==> src/rtl/bblc_ram.sv <==
// Generic single-port-write, single-read RAM with registered read.
`default_nettype none
module bblc_ram #(
    parameter int WIDTH = 8,
    parameter int DEPTH = 16
) (
    input  wire logic                     i_clk,
    input  wire logic                     i_we,
    input  wire logic [$clog2(DEPTH)-1:0] i_waddr,
    input  wire logic [WIDTH-1:0]         i_wdata,
    input  wire logic [$clog2(DEPTH)-1:0] i_raddr,
    output logic      [WIDTH-1:0]         o_rdata
);
    logic [WIDTH-1:0] r_mem [DEPTH];
    always_ff @(posedge i_clk) begin
        if (i_we) r_mem[i_waddr] <= i_wdata;
        o_rdata <= r_mem[i_raddr];
    end
endmodule
`default_nettype wire

==> config.mk <==
export PLATFORM = sky130hd
export DESIGN_NAME = bblc_ram
export DESIGN_NICKNAME = d
export VERILOG_FILES = /design/src/rtl/bblc_ram.sv
export SDC_FILE = /design/constraint.sdc
export NUM_CORES = 1
export LEC_CHECK = 0
export BUFFER_PORTS_ARGS = -buffer_cell sky130_fd_sc_hd__buf_2
export CORE_ASPECT_RATIO = 0.5
export CORE_MARGIN = 3
export CORE_UTILIZATION = 60
export CTS_BUF_LIST = sky130_fd_sc_hd__clkbuf_8
export DETAILED_ROUTE_END_ITERATION = 6
export HOLD_SLACK_MARGIN = 0.02
export PLACE_DENSITY = 0.77
export SLEW_MARGIN = 15
export SYNTH_ARGS = -nofsm -noshare
export SYNTH_HDL_FRONTEND = slang
export SYNTH_SLANG_ARGS = --single-unit
==> constraint.sdc <==
create_clock -name i_clk -period 3.9 [get_ports i_clk]
set_input_delay 0.195 -clock i_clk [delete_from_list [all_inputs] [get_ports i_clk]]
set_output_delay 0.195 -clock i_clk [all_outputs]
set_load 0.01 [all_outputs]
Yosys cells after proc, flatten, opt, wreduce, memory -nomap -nowiden
Memory sizes are Yosys's and may differ from the RTL's. A register that Yosys moved wholly into a read port is not among the register bits. Cells that the tools add are included. W data, S select, Z words.

Output and inout bits: 8. Flip-flop bits (word level): 0. Bits of input ports: 18. Memories: 1. Bits in latches: 0. Word-level logic and storage cells: 3. ROM bits: 0. Bits in writable memories: 128.

Memories: r_mem (words 16, width 8, read ports 1, clocked after memory_dff 1, write ports 1, RTL line 14) `logic [WIDTH-1:0] r_mem [DEPTH];`.

Add/subtract/negate cells: 0. Shifts and indexed selects: 0. Bitwise logic cells: 0. $lt $le $gt $ge: 0. Multipliers: 0. Eq/ne operators: 0. Reduce and logical (&&, ||, !) cells: 0. Muxes and demuxes: 2. Div/mod/pow operators: 0.

Operators by type and width (count): $mux W1 (2).

Depth between registers and ports, before layout
Gate-level depths: netlist of run 1.

Word-level depth: 2. Depth in mapped cells: 5.

Least setup slack after synthesis of run 1
No wires, ideal clock.

Path kind: in2reg. Start: input i_waddr[2]. End: memory r_mem[0][0] (enable). Arrival time: 1.305 ns. Buffers on the path: 0. Setup slack: 2.212 ns. Data required time: 3.517 ns. Cell stages on the path: 2. Path through: or3b_2 -> nor3_1.

RTL lines: start: declaration (RTL line 9) `input wire logic [$clog2(DEPTH)-1:0] i_waddr,`; end: declaration (RTL line 14).

Straight into the memory's write port.

==> results of run 1 <==
==> power breakdown <==
| part | leakage, nW | internal, mW | total, mW | switching, mW |
|---|---|---|---|---|
| clock network | 0.220 | 0.652 | 1.15 | 0.494 |
| registers | 1.22 | 1.63 | 1.64 | 0.00927 |
| logic | 0.487 | 0.0588 | 0.147 | 0.0884 |
| total | 1.93 | 2.34 | 2.93 | 0.592 |
==> kinds of logic (layout without fill, tap and decap cells) <==
group                  Yosys count  count (layout)
flip-flops                     136             136
AO/OA/AOI/OAI                   16              16
buffers and inverters           10              60
multiplexers                    32              32
AND/OR/NAND/NOR                 35              35
==> cells in the mapped netlist <==
cell / count / share of area
nand2b_1: 2 / 0.0024
mux4_1: 14 / 0.071
nand2_1: 9 / 0.0066
nor3_1: 4 / 0.0039
nor2b_1: 1 / 0.0012
dfxtp_1: 8 / 0.031
buf_6: 3 / 0.0066
and2_1: 1 / 0.0012
edfxtp_1: 128 / 0.75
nor2_1: 13 / 0.0095
buf_4: 1 / 0.0015
or3b_2: 1 / 0.0017
clkdlybuf4s25_2: 3 / 0.0058
a22oi_1: 16 / 0.023
mux4_2: 18 / 0.079
and2b_1: 1 / 0.0015
buf_2: 3 / 0.0029
nand3b_1: 2 / 0.0029
nand3_1: 1 / 0.00097
==> routing by layer <==
layer | GRT usage | vias to the layer above | share of wire
met3 | 0.07363 | 14 | 0.076
met5 | 0 | - | 0
met4 | 0.06858 | 0 | 0.013
met1 | 0.3263 | 1270 | 0.43
li1 | - | 1046 | -
met2 | 0.3201 | 119 | 0.48
==> cells in the final DEF, fill, tap and decap left out <==
master	netlist	layout
a22oi_1	16	16
clkinv_2	0	5
mux4_2	18	18
nand2b_1	2	2
dfxtp_1	8	8
nor3_1	4	3
nor2b_1	1	1
and2_1	1	1
inv_1	0	4
clkinvlp_4	0	1
clkbuf_8	0	19
buf_4	1	3
nand2_1	9	9
nand3_1	1	1
or3b_2	1	1
nor3_2	0	1
bufinv_16	0	3
edfxtp_1	128	128
and2b_1	1	1
nor2_1	13	13
mux4_1	14	14
nand3b_1	2	2
buf_2	3	25
==> final cells by class <==
type                            instances  area, sq um  area share
Clock inverter                         13        137.6     0.02392
Clock buffer                           19        261.5     0.04545
Timing Repair Buffer                   28        147.6     0.02566
Multi-Input combinational cell         83         1062      0.1846
Sequential cell                       136         4004      0.6960
Tap cell                              112        140.1     0.02436
==> sequential cells by signal, indices dropped and copies added (netlist names) <==
signal and flops:
r_mem 128, o_rdata 8
==> per-stage QoR <==
stage | worst slack [ps] | area, sq um
global route | 1967 | 5753
finish | 2107 | 5753
global placement | 1672 | 5349
detailed placement | 1647 | 5354
CTS | 2096 | 5753
floorplan | 2212 | 5147
==> worst min-delay path by stage <==
| stage | end |
|---|---|
| after CTS | r_mem[6][0] |
| after floorplan | r_mem[0][0] |
| after detailed placement | o_rdata[2] |
| after global placement | r_mem[4][0] |
| after global routing | r_mem[9][5] |
| final | r_mem[15][2] |
==> impl_metrics.ini, run 1 <==
[sta]
setup_viol = 0
tightestPinTransition_ps = 1064
slew_headroom = 0.2884
slew_viol_final = 0
fin_crit_sh = 0.4598
hold_ws_ps = 162.1
setup-tns-final_ps = 0
rsz0062_at_grt = false
period_minus_slack_ps = 1793
clock.fmax_ghz = 0.5576
clock_skew_ps = 8.781
hold_violations = 0

[global_routing]
grt_max_degree = 33
track_usage = 0.2204
overflow = 0
antenna_found_initial = 0
grt_pass1_vias = 2493
grt_pass1_wl_mm = 14.83

[clock_network]
postCtsResizedCells = 0
ctsRootBufferMaster = clkbuf_8
postCtsSetupBuffers = 0
clk_path_buf_depth = 2
cts_tree = built
holdBufCountCts = 0
clk_latency_ps = 410
h-tree-depth = 4
clock_sinks = 136
cts_made_buffers = 17
path_clk_slew_ps = 70

[yosys]
synth_top_family_by_area = multiplexers
muxShareOfSynthArea = 0.1502
yosys.area_share.xor_xnor = 0
synth_area_sq_mm = 0.005147
synth_compound_area_frac = 0.02333
ys_seq_area_frac = 0.7778
yosysWarnings = 0
yosysUniqueCellTypes = 19
synth_cells = 229
ys_seq_elements = 136
synthSimpleGateAreaFrac = 0.03184
syn-num-nets = 247
syn_area_per_cell_sq_um = 22.48
synthAdderAreaFrac = 0

[die]
core_sq_mm = 0.008173
io_pins = 26
die_h_um = 71.50
die_area_sq_mm = 0.009794
die_w_um = 137.0
row_count = 23
start_util = 0.6298

[critical_path]
end_kind = flop
path_cells = buf_2 -> mux4_1 -> a22oi_1 -> nand2_1
cpMaxStageDelayCell = buf_2
crit_type = in -> reg
start_kind = primary input
cpPeakStageDelay_ps = 770
critical_path_buf_inv_count = 1
reg2reg_from = r_mem[10][3]
crit_cells = 4
reg2reg_slack_ps = 2480
crit_end = o_rdata[3]
worstReg2RegEnd = o_rdata[3]
cpLargestDelayFamily = buffers and inverters
rr_worst_depth = 3
cp-startpoint = i_raddr[0]
required_ps = 4190
worstPathArrival_ps = 2080
critPathMaxFanout = 32

[place]
placed_cells = 359
place_hpwl_mm = 5.747
gp_congestion = 0.7758
port_buffers = 25

[pwr]
power_mw = 2.935
power.density_mw_per_mm2 = 510.2
ir_worst_vdd_mv = 0.2831
p_leak_nw = 1.931

[layout]
layout-drive-gt1-share = 0.2724
fillCellCount = 478
n_antenna_cell = 0
area_delta_synth_final_pct = 11.76
fin_util = 0.7039
final_cell_count_no_fill = 391
finalNetCount = 284

[drt]
dr_total_vias = 2449
via_per_inst = 6.263
first_pass_iters = 5
final_antenna_net_count = 0
drc = 0
drt-initial-drc-count = 336
routed_wl_mm = 9.672
wl_per_cell_um = 24.74

[run_status]
status = completed

[hold_path]
hp-start = i_wdata[2]
whs_path_depth = 1
hold_class = in -> reg

[flow_run]
drv_cap = 0
No activity file was read; power rests on OpenSTA's default activity.
==> run 2, diff against run 1 <==
==> constraint.sdc (replaced) <==
create_clock -name i_clk -period 1.8 [get_ports i_clk]
set_input_delay 0.09 -clock i_clk [delete_from_list [all_inputs] [get_ports i_clk]]
set_output_delay 0.09 -clock i_clk [all_outputs]
set_load 0.01 [all_outputs]
==> impl_metrics.ini, run 2 (same netlist as run 1, synthesis figures left out) <==
[sta]
slew_headroom = 0.6579
setup_viol = 0
setup_ws_ps = 351.7
setup-tns-final_ps = 0
hold_violations = 0
clock_skew_ps = 9.929
period_minus_slack_ps = 1448
tightestPinTransition_ps = 511.3
clock.fmax_ghz = 0.6905
slew_viol_final = 0
fin_crit_sh = 0.8046
hold_ws_ps = 46.43
rsz0062_at_grt = false

[layout]
top_register = r_mem
n_antenna_cell = 0
fin_util = 0.7283
final_cell_count_no_fill = 415
area_delta_synth_final_pct = 15.63
fillCellCount = 476
layout-drive-gt1-share = 0.3300
final_cell_mix = edfxtp_1, buf_2, buf_4, mux4_2, clkbuf_8
fin_area_sq_mm = 0.005952
largestRegisters = r_mem x128, o_rdata x8
largest_reg_flops = 128
layout_commonest_cell = edfxtp_1
finalNetCount = 308

[run_status]
status = completed

[critical_path]
start_kind = flop
end_kind = flop
critPathMaxFanout = 1
required_ps = 2110
crit_type = reg -> reg
worstPathArrival_ps = 1760
reg2reg_slack_ps = 350

[die]
die_area_sq_mm = 0.009794
die_h_um = 71.50
die_w_um = 137.0
io_pins = 26
row_count = 23
start_util = 0.6298
core_sq_mm = 0.008173

[place]
place_hpwl_mm = 6.345
placed_area_sq_mm = 0.005547
port_buffers = 25
gp_congestion = 0.8002
pre_cts_slack_ps = 130.2
placed_cells = 382

[clock_network]
clk_latency_ps = 430
cts_made_buffers = 17
clock_sinks = 136
h-tree-depth = 4
postCtsResizedCells = 0
clk_path_buf_depth = 2
cts_tree = built
ctsRootBufferMaster = clkbuf_8
postCtsSetupBuffers = 0
path_clk_slew_ps = 80

[drt]
routed_wl_mm = 9.832
first_pass_iters = 6
dr_total_vias = 2511
via_per_inst = 6.051
wl_per_cell_um = 23.69
drc = 0
drt-initial-drc-count = 221
final_antenna_net_count = 0

[global_routing]
grt_pass1_wl_mm = 15.38
antenna_found_initial = 0
overflow = 0
grt_pass1_vias = 2636
track_usage = 0.2320
grt_max_degree = 17

[pwr]
power.density_mw_per_mm2 = 1067
p_leak_nw = 2.039
power_mw = 6.350
ir_worst_vdd_mv = 0.6863

[hold_path]
hold_class = in -> reg

[flow_run]
drv_cap = 0
[run 2: changes by cell type in the layout (fill, tap and decap cells not counted), sizes merged]
| cell | before | now |
|---|---|---|
| dlygate4sd3 | 0 | 1 |
| clkinvlp | 1 | 4 |
| buf | 28 | 51 |
| clkinv | 5 | 7 |
| clkbuf | 19 | 17 |
| inv | 4 | 1 |
[run 2: routing by layer]
| layer | vias up | global-route usage | routed length (um) | part of all wire |
|---|---|---|---|---|
| met1 | 1279 | 0.3455 | 4460 | 0.45 |
| met2 | 115 | 0.3093 | 4392 | 0.45 |
| li1 | 1099 | - | - | - |
| met4 | 0 | 0.1162 | 179 | 0.018 |
| met3 | 18 | 0.08275 | 800 | 0.081 |
| met5 | - | 0 | 0 | 0 |
[run 2: power breakdown]
part | internal, mW | switching [mW] | leakage [nW] | total (mW)
Sequential | 3.54 | 0.0222 | 1.22 | 3.56
Clock | 1.34 | 1.10 | 0.196 | 2.44
Combinational | 0.153 | 0.198 | 0.619 | 0.351
Total | 5.03 | 1.32 | 2.04 | 6.35
[run 2: critical path, cell delays in order (launching register included)]
cell and delay, ps:
edfxtp_1 380, mux4_1 510, a22oi_1 340, nand2_1 110
[run 2: worst paths after layout]
path                  endpoint  cells past startpoint    startpoint
setup / recovery    o_rdata[1]                      3   r_mem[2][1]
hold / removal    r_mem[10][2]                      1    i_wdata[2]
setup reg to reg    o_rdata[1]                      3   r_mem[2][1]
hold reg to reg     o_rdata[7]                      3  r_mem[14][7]
[run 2: repair_timing]
| item | in CTS | in global routing |
|---|---|---|
| hold buffers | 1 | 0 |
| hold endpoints to repair | 1 | 0 |
| setup endpoints to repair | 0 | 0 |
[run 2: layout make-up]
class                           count  area (sq um)  share of cell area
Multi-Input combinational cell     83          1057              0.1776
Tap cell                          112         140.1             0.02354
Clock inverter                     15         161.4             0.02712
Timing Repair Buffer               52         355.3             0.05970
Clock buffer                       17         234.0             0.03931
Sequential cell                   136          4004              0.6727
==> run 3, diff against run 2 <==
--- a/config.mk
+++ b/config.mk
@@ -5,6 +5,7 @@
 export SDC_FILE = /design/constraint.sdc
 export NUM_CORES = 1
 export LEC_CHECK = 0
+export ABC_AREA = 1
 export BUFFER_PORTS_ARGS = -buffer_cell sky130_fd_sc_hd__buf_2
 export CORE_ASPECT_RATIO = 0.5
 export CORE_MARGIN = 3
==> constraint.sdc (replaced) <==
create_clock -name i_clk -period 1.4 [get_ports i_clk]
set_input_delay 0.07 -clock i_clk [delete_from_list [all_inputs] [get_ports i_clk]]
set_output_delay 0.07 -clock i_clk [all_outputs]
set_load 0.01 [all_outputs]
==> impl_metrics.ini, run 3 <==
[global_routing]
antenna_found_initial = 0
track_usage = 0.2628
grt_pass1_wl_mm = 20.47
grt_pass1_vias = 3762
overflow = 0
grt_max_degree = 65

[clock_network]
ctsRootBufferMaster = clkbuf_8
path_clk_slew_ps = 70
cts_made_buffers = 17
cts_tree = built
h-tree-depth = 4
postCtsResizedCells = 0
clk_path_buf_depth = 2
clk_latency_ps = 430
clock_sinks = 136

[layout]
layout_commonest_cell = nand2_1
n_antenna_cell = 0
final_cell_mix = nand2_1, edfxtp_1, inv_1, nand3_1, buf_2
largest_reg_flops = 128
largestRegisters = r_mem x128, o_rdata x8
top_register = r_mem
final_cell_count_no_fill = 723
layout-drive-gt1-share = 0.1155
area_delta_synth_final_pct = 11.09
finalNetCount = 613

[yosys]
synth_most_common_cell = nand2_1
ys_seq_elements = 136
yosysWarnings = 0
synth-edff-count = 128
yosysUniqueCellTypes = 12
synth_ff_type = edfxtp_1
synth_top_area_frac = 0.6665
syn-num-nets = 569
synth.area.top_cells = edfxtp_1, nand2_1, nand3_1
synth_commonest_cells = nand2_1, edfxtp_1, inv_1
synth_area_sq_mm = 0.005767
ys_seq_area_frac = 0.6943
syn_area_per_cell_sq_um = 10.47
synth-async-reset-ratio = 0
synth_cells = 551
yosysTopAreaCell = edfxtp_1

[drt]
drc = 0
drt-initial-drc-count = 423
wl_per_cell_um = 18.05
dr_total_vias = 3920
final_antenna_net_count = 0
via_per_inst = 5.422
routed_wl_mm = 13.05
first_pass_iters = 5

[pwr]
ir_worst_vdd_mv = 0.8204
power.density_mw_per_mm2 = 1195
p_leak_nw = 2.834

[place]
port_buffers = 25
place_hpwl_mm = 8.068
gp_congestion = 0.8684
placed_cells = 692

[sta]
rsz0062_at_grt = false
setup-tns-final_ps = 0
period_minus_slack_ps = 1083
tightestPinTransition_ps = 434.7
setup_viol = 0
clock_skew_ps = 6.057
fin_crit_sh = 0.7739
slew_headroom = 0.7102
slew_viol_final = 0
hold_violations = 0
clock.fmax_ghz = 0.9230

[die]
row_count = 24
die_h_um = 75.33
core_sq_mm = 0.009009
io_pins = 26
die_area_sq_mm = 0.01090
die_w_um = 144.6
start_util = 0.6401

[critical_path]
start_kind = flop
cpLargestDelayFamily = simple AND/OR/NAND/NOR gates
critical_path_buf_inv_count = 1
worst_path_most_repeated_cell = nand3_1
critPathMaxFanout = 1
end_kind = flop
worstPathArrival_ps = 1400
crit_type = reg -> reg
path_cells = inv_1 -> nand2_1 -> nand3_1 -> nand3_1 -> nand3_1 -> nand2_1
required_ps = 1720
cpMaxStageDelayCell = edfxtp_1
cpPeakStageDelay_ps = 360

[run_status]
status = completed

[hold_path]
hold_class = in -> reg

[flow_run]
drv_cap = 0
## run 3: cell type report
cell class	count	area [sq um]
Clock buffer	17	234.0
Clock inverter	13	55.05
Fill cell	623	2603
Inverter	102	382.9
Multi-Input combinational cell	289	1214
Sequential cell	136	4004
Tap cell	117	146.4
Timing Repair Buffer	49	370.4
## run 3: cell families after synthesis
| logic type | after synthesis | synth area share |
|---|---|---|
| buffers and inverters | 126 | 0.09525 |
| flip-flops | 136 | 0.6943 |
| AND/OR/NAND/NOR | 289 | 0.2105 |
## run 3: what timing repair did
item                                   CTS  global route
endpoints found under the hold margin    5             0
hold buffers                             1             0
buffers inserted                         0             0
## run 3: per-layer routing
metal  wire length (um)  vias to the layer above  GRT usage
met4                329                        0     0.1096
met3               1385                       31     0.1066
li1                   -                     1857          -
met1               5685                     1860     0.3651
met2               5650                      172     0.3742
met5                  0                        -          0
## run 3: power by group
| part | switching, mW | total [mW] | internal [mW] |
|---|---|---|---|
| clock network | 1.35 | 2.48 | 1.13 |
| logic | 0.415 | 0.598 | 0.183 |
| registers | 0.0294 | 4.58 | 4.55 |
## run 3: per-stage QoR
step	hold WS, ps	power [mW]	util	worst slack [ps]	area, sq um
after floorplan	168.9	4.993	-	379.2	5767
after global placement	453.9	5.235	0.6779	264.3	6107
final	46.15	7.656	0.7111	316.6	6406
after detailed placement	449.9	5.249	0.6779	242.2	6107
after CTS	30.90	7.679	0.7111	338.8	6406
after global routing	36.89	7.929	0.7111	259.8	6406
## run 3: path summary, 6_finish.rpt
kind | startpoint | to | slack [ps] | cells after the start
max | r_mem[9][5] | o_rdata[5] | 320 | 6
max reg2reg | r_mem[9][5] | o_rdata[5] | 320 | 6
min | i_wdata[2] | r_mem[1][2] | 50 | 1
min reg2reg | r_mem[11][3] | o_rdata[3] | 670 | 6
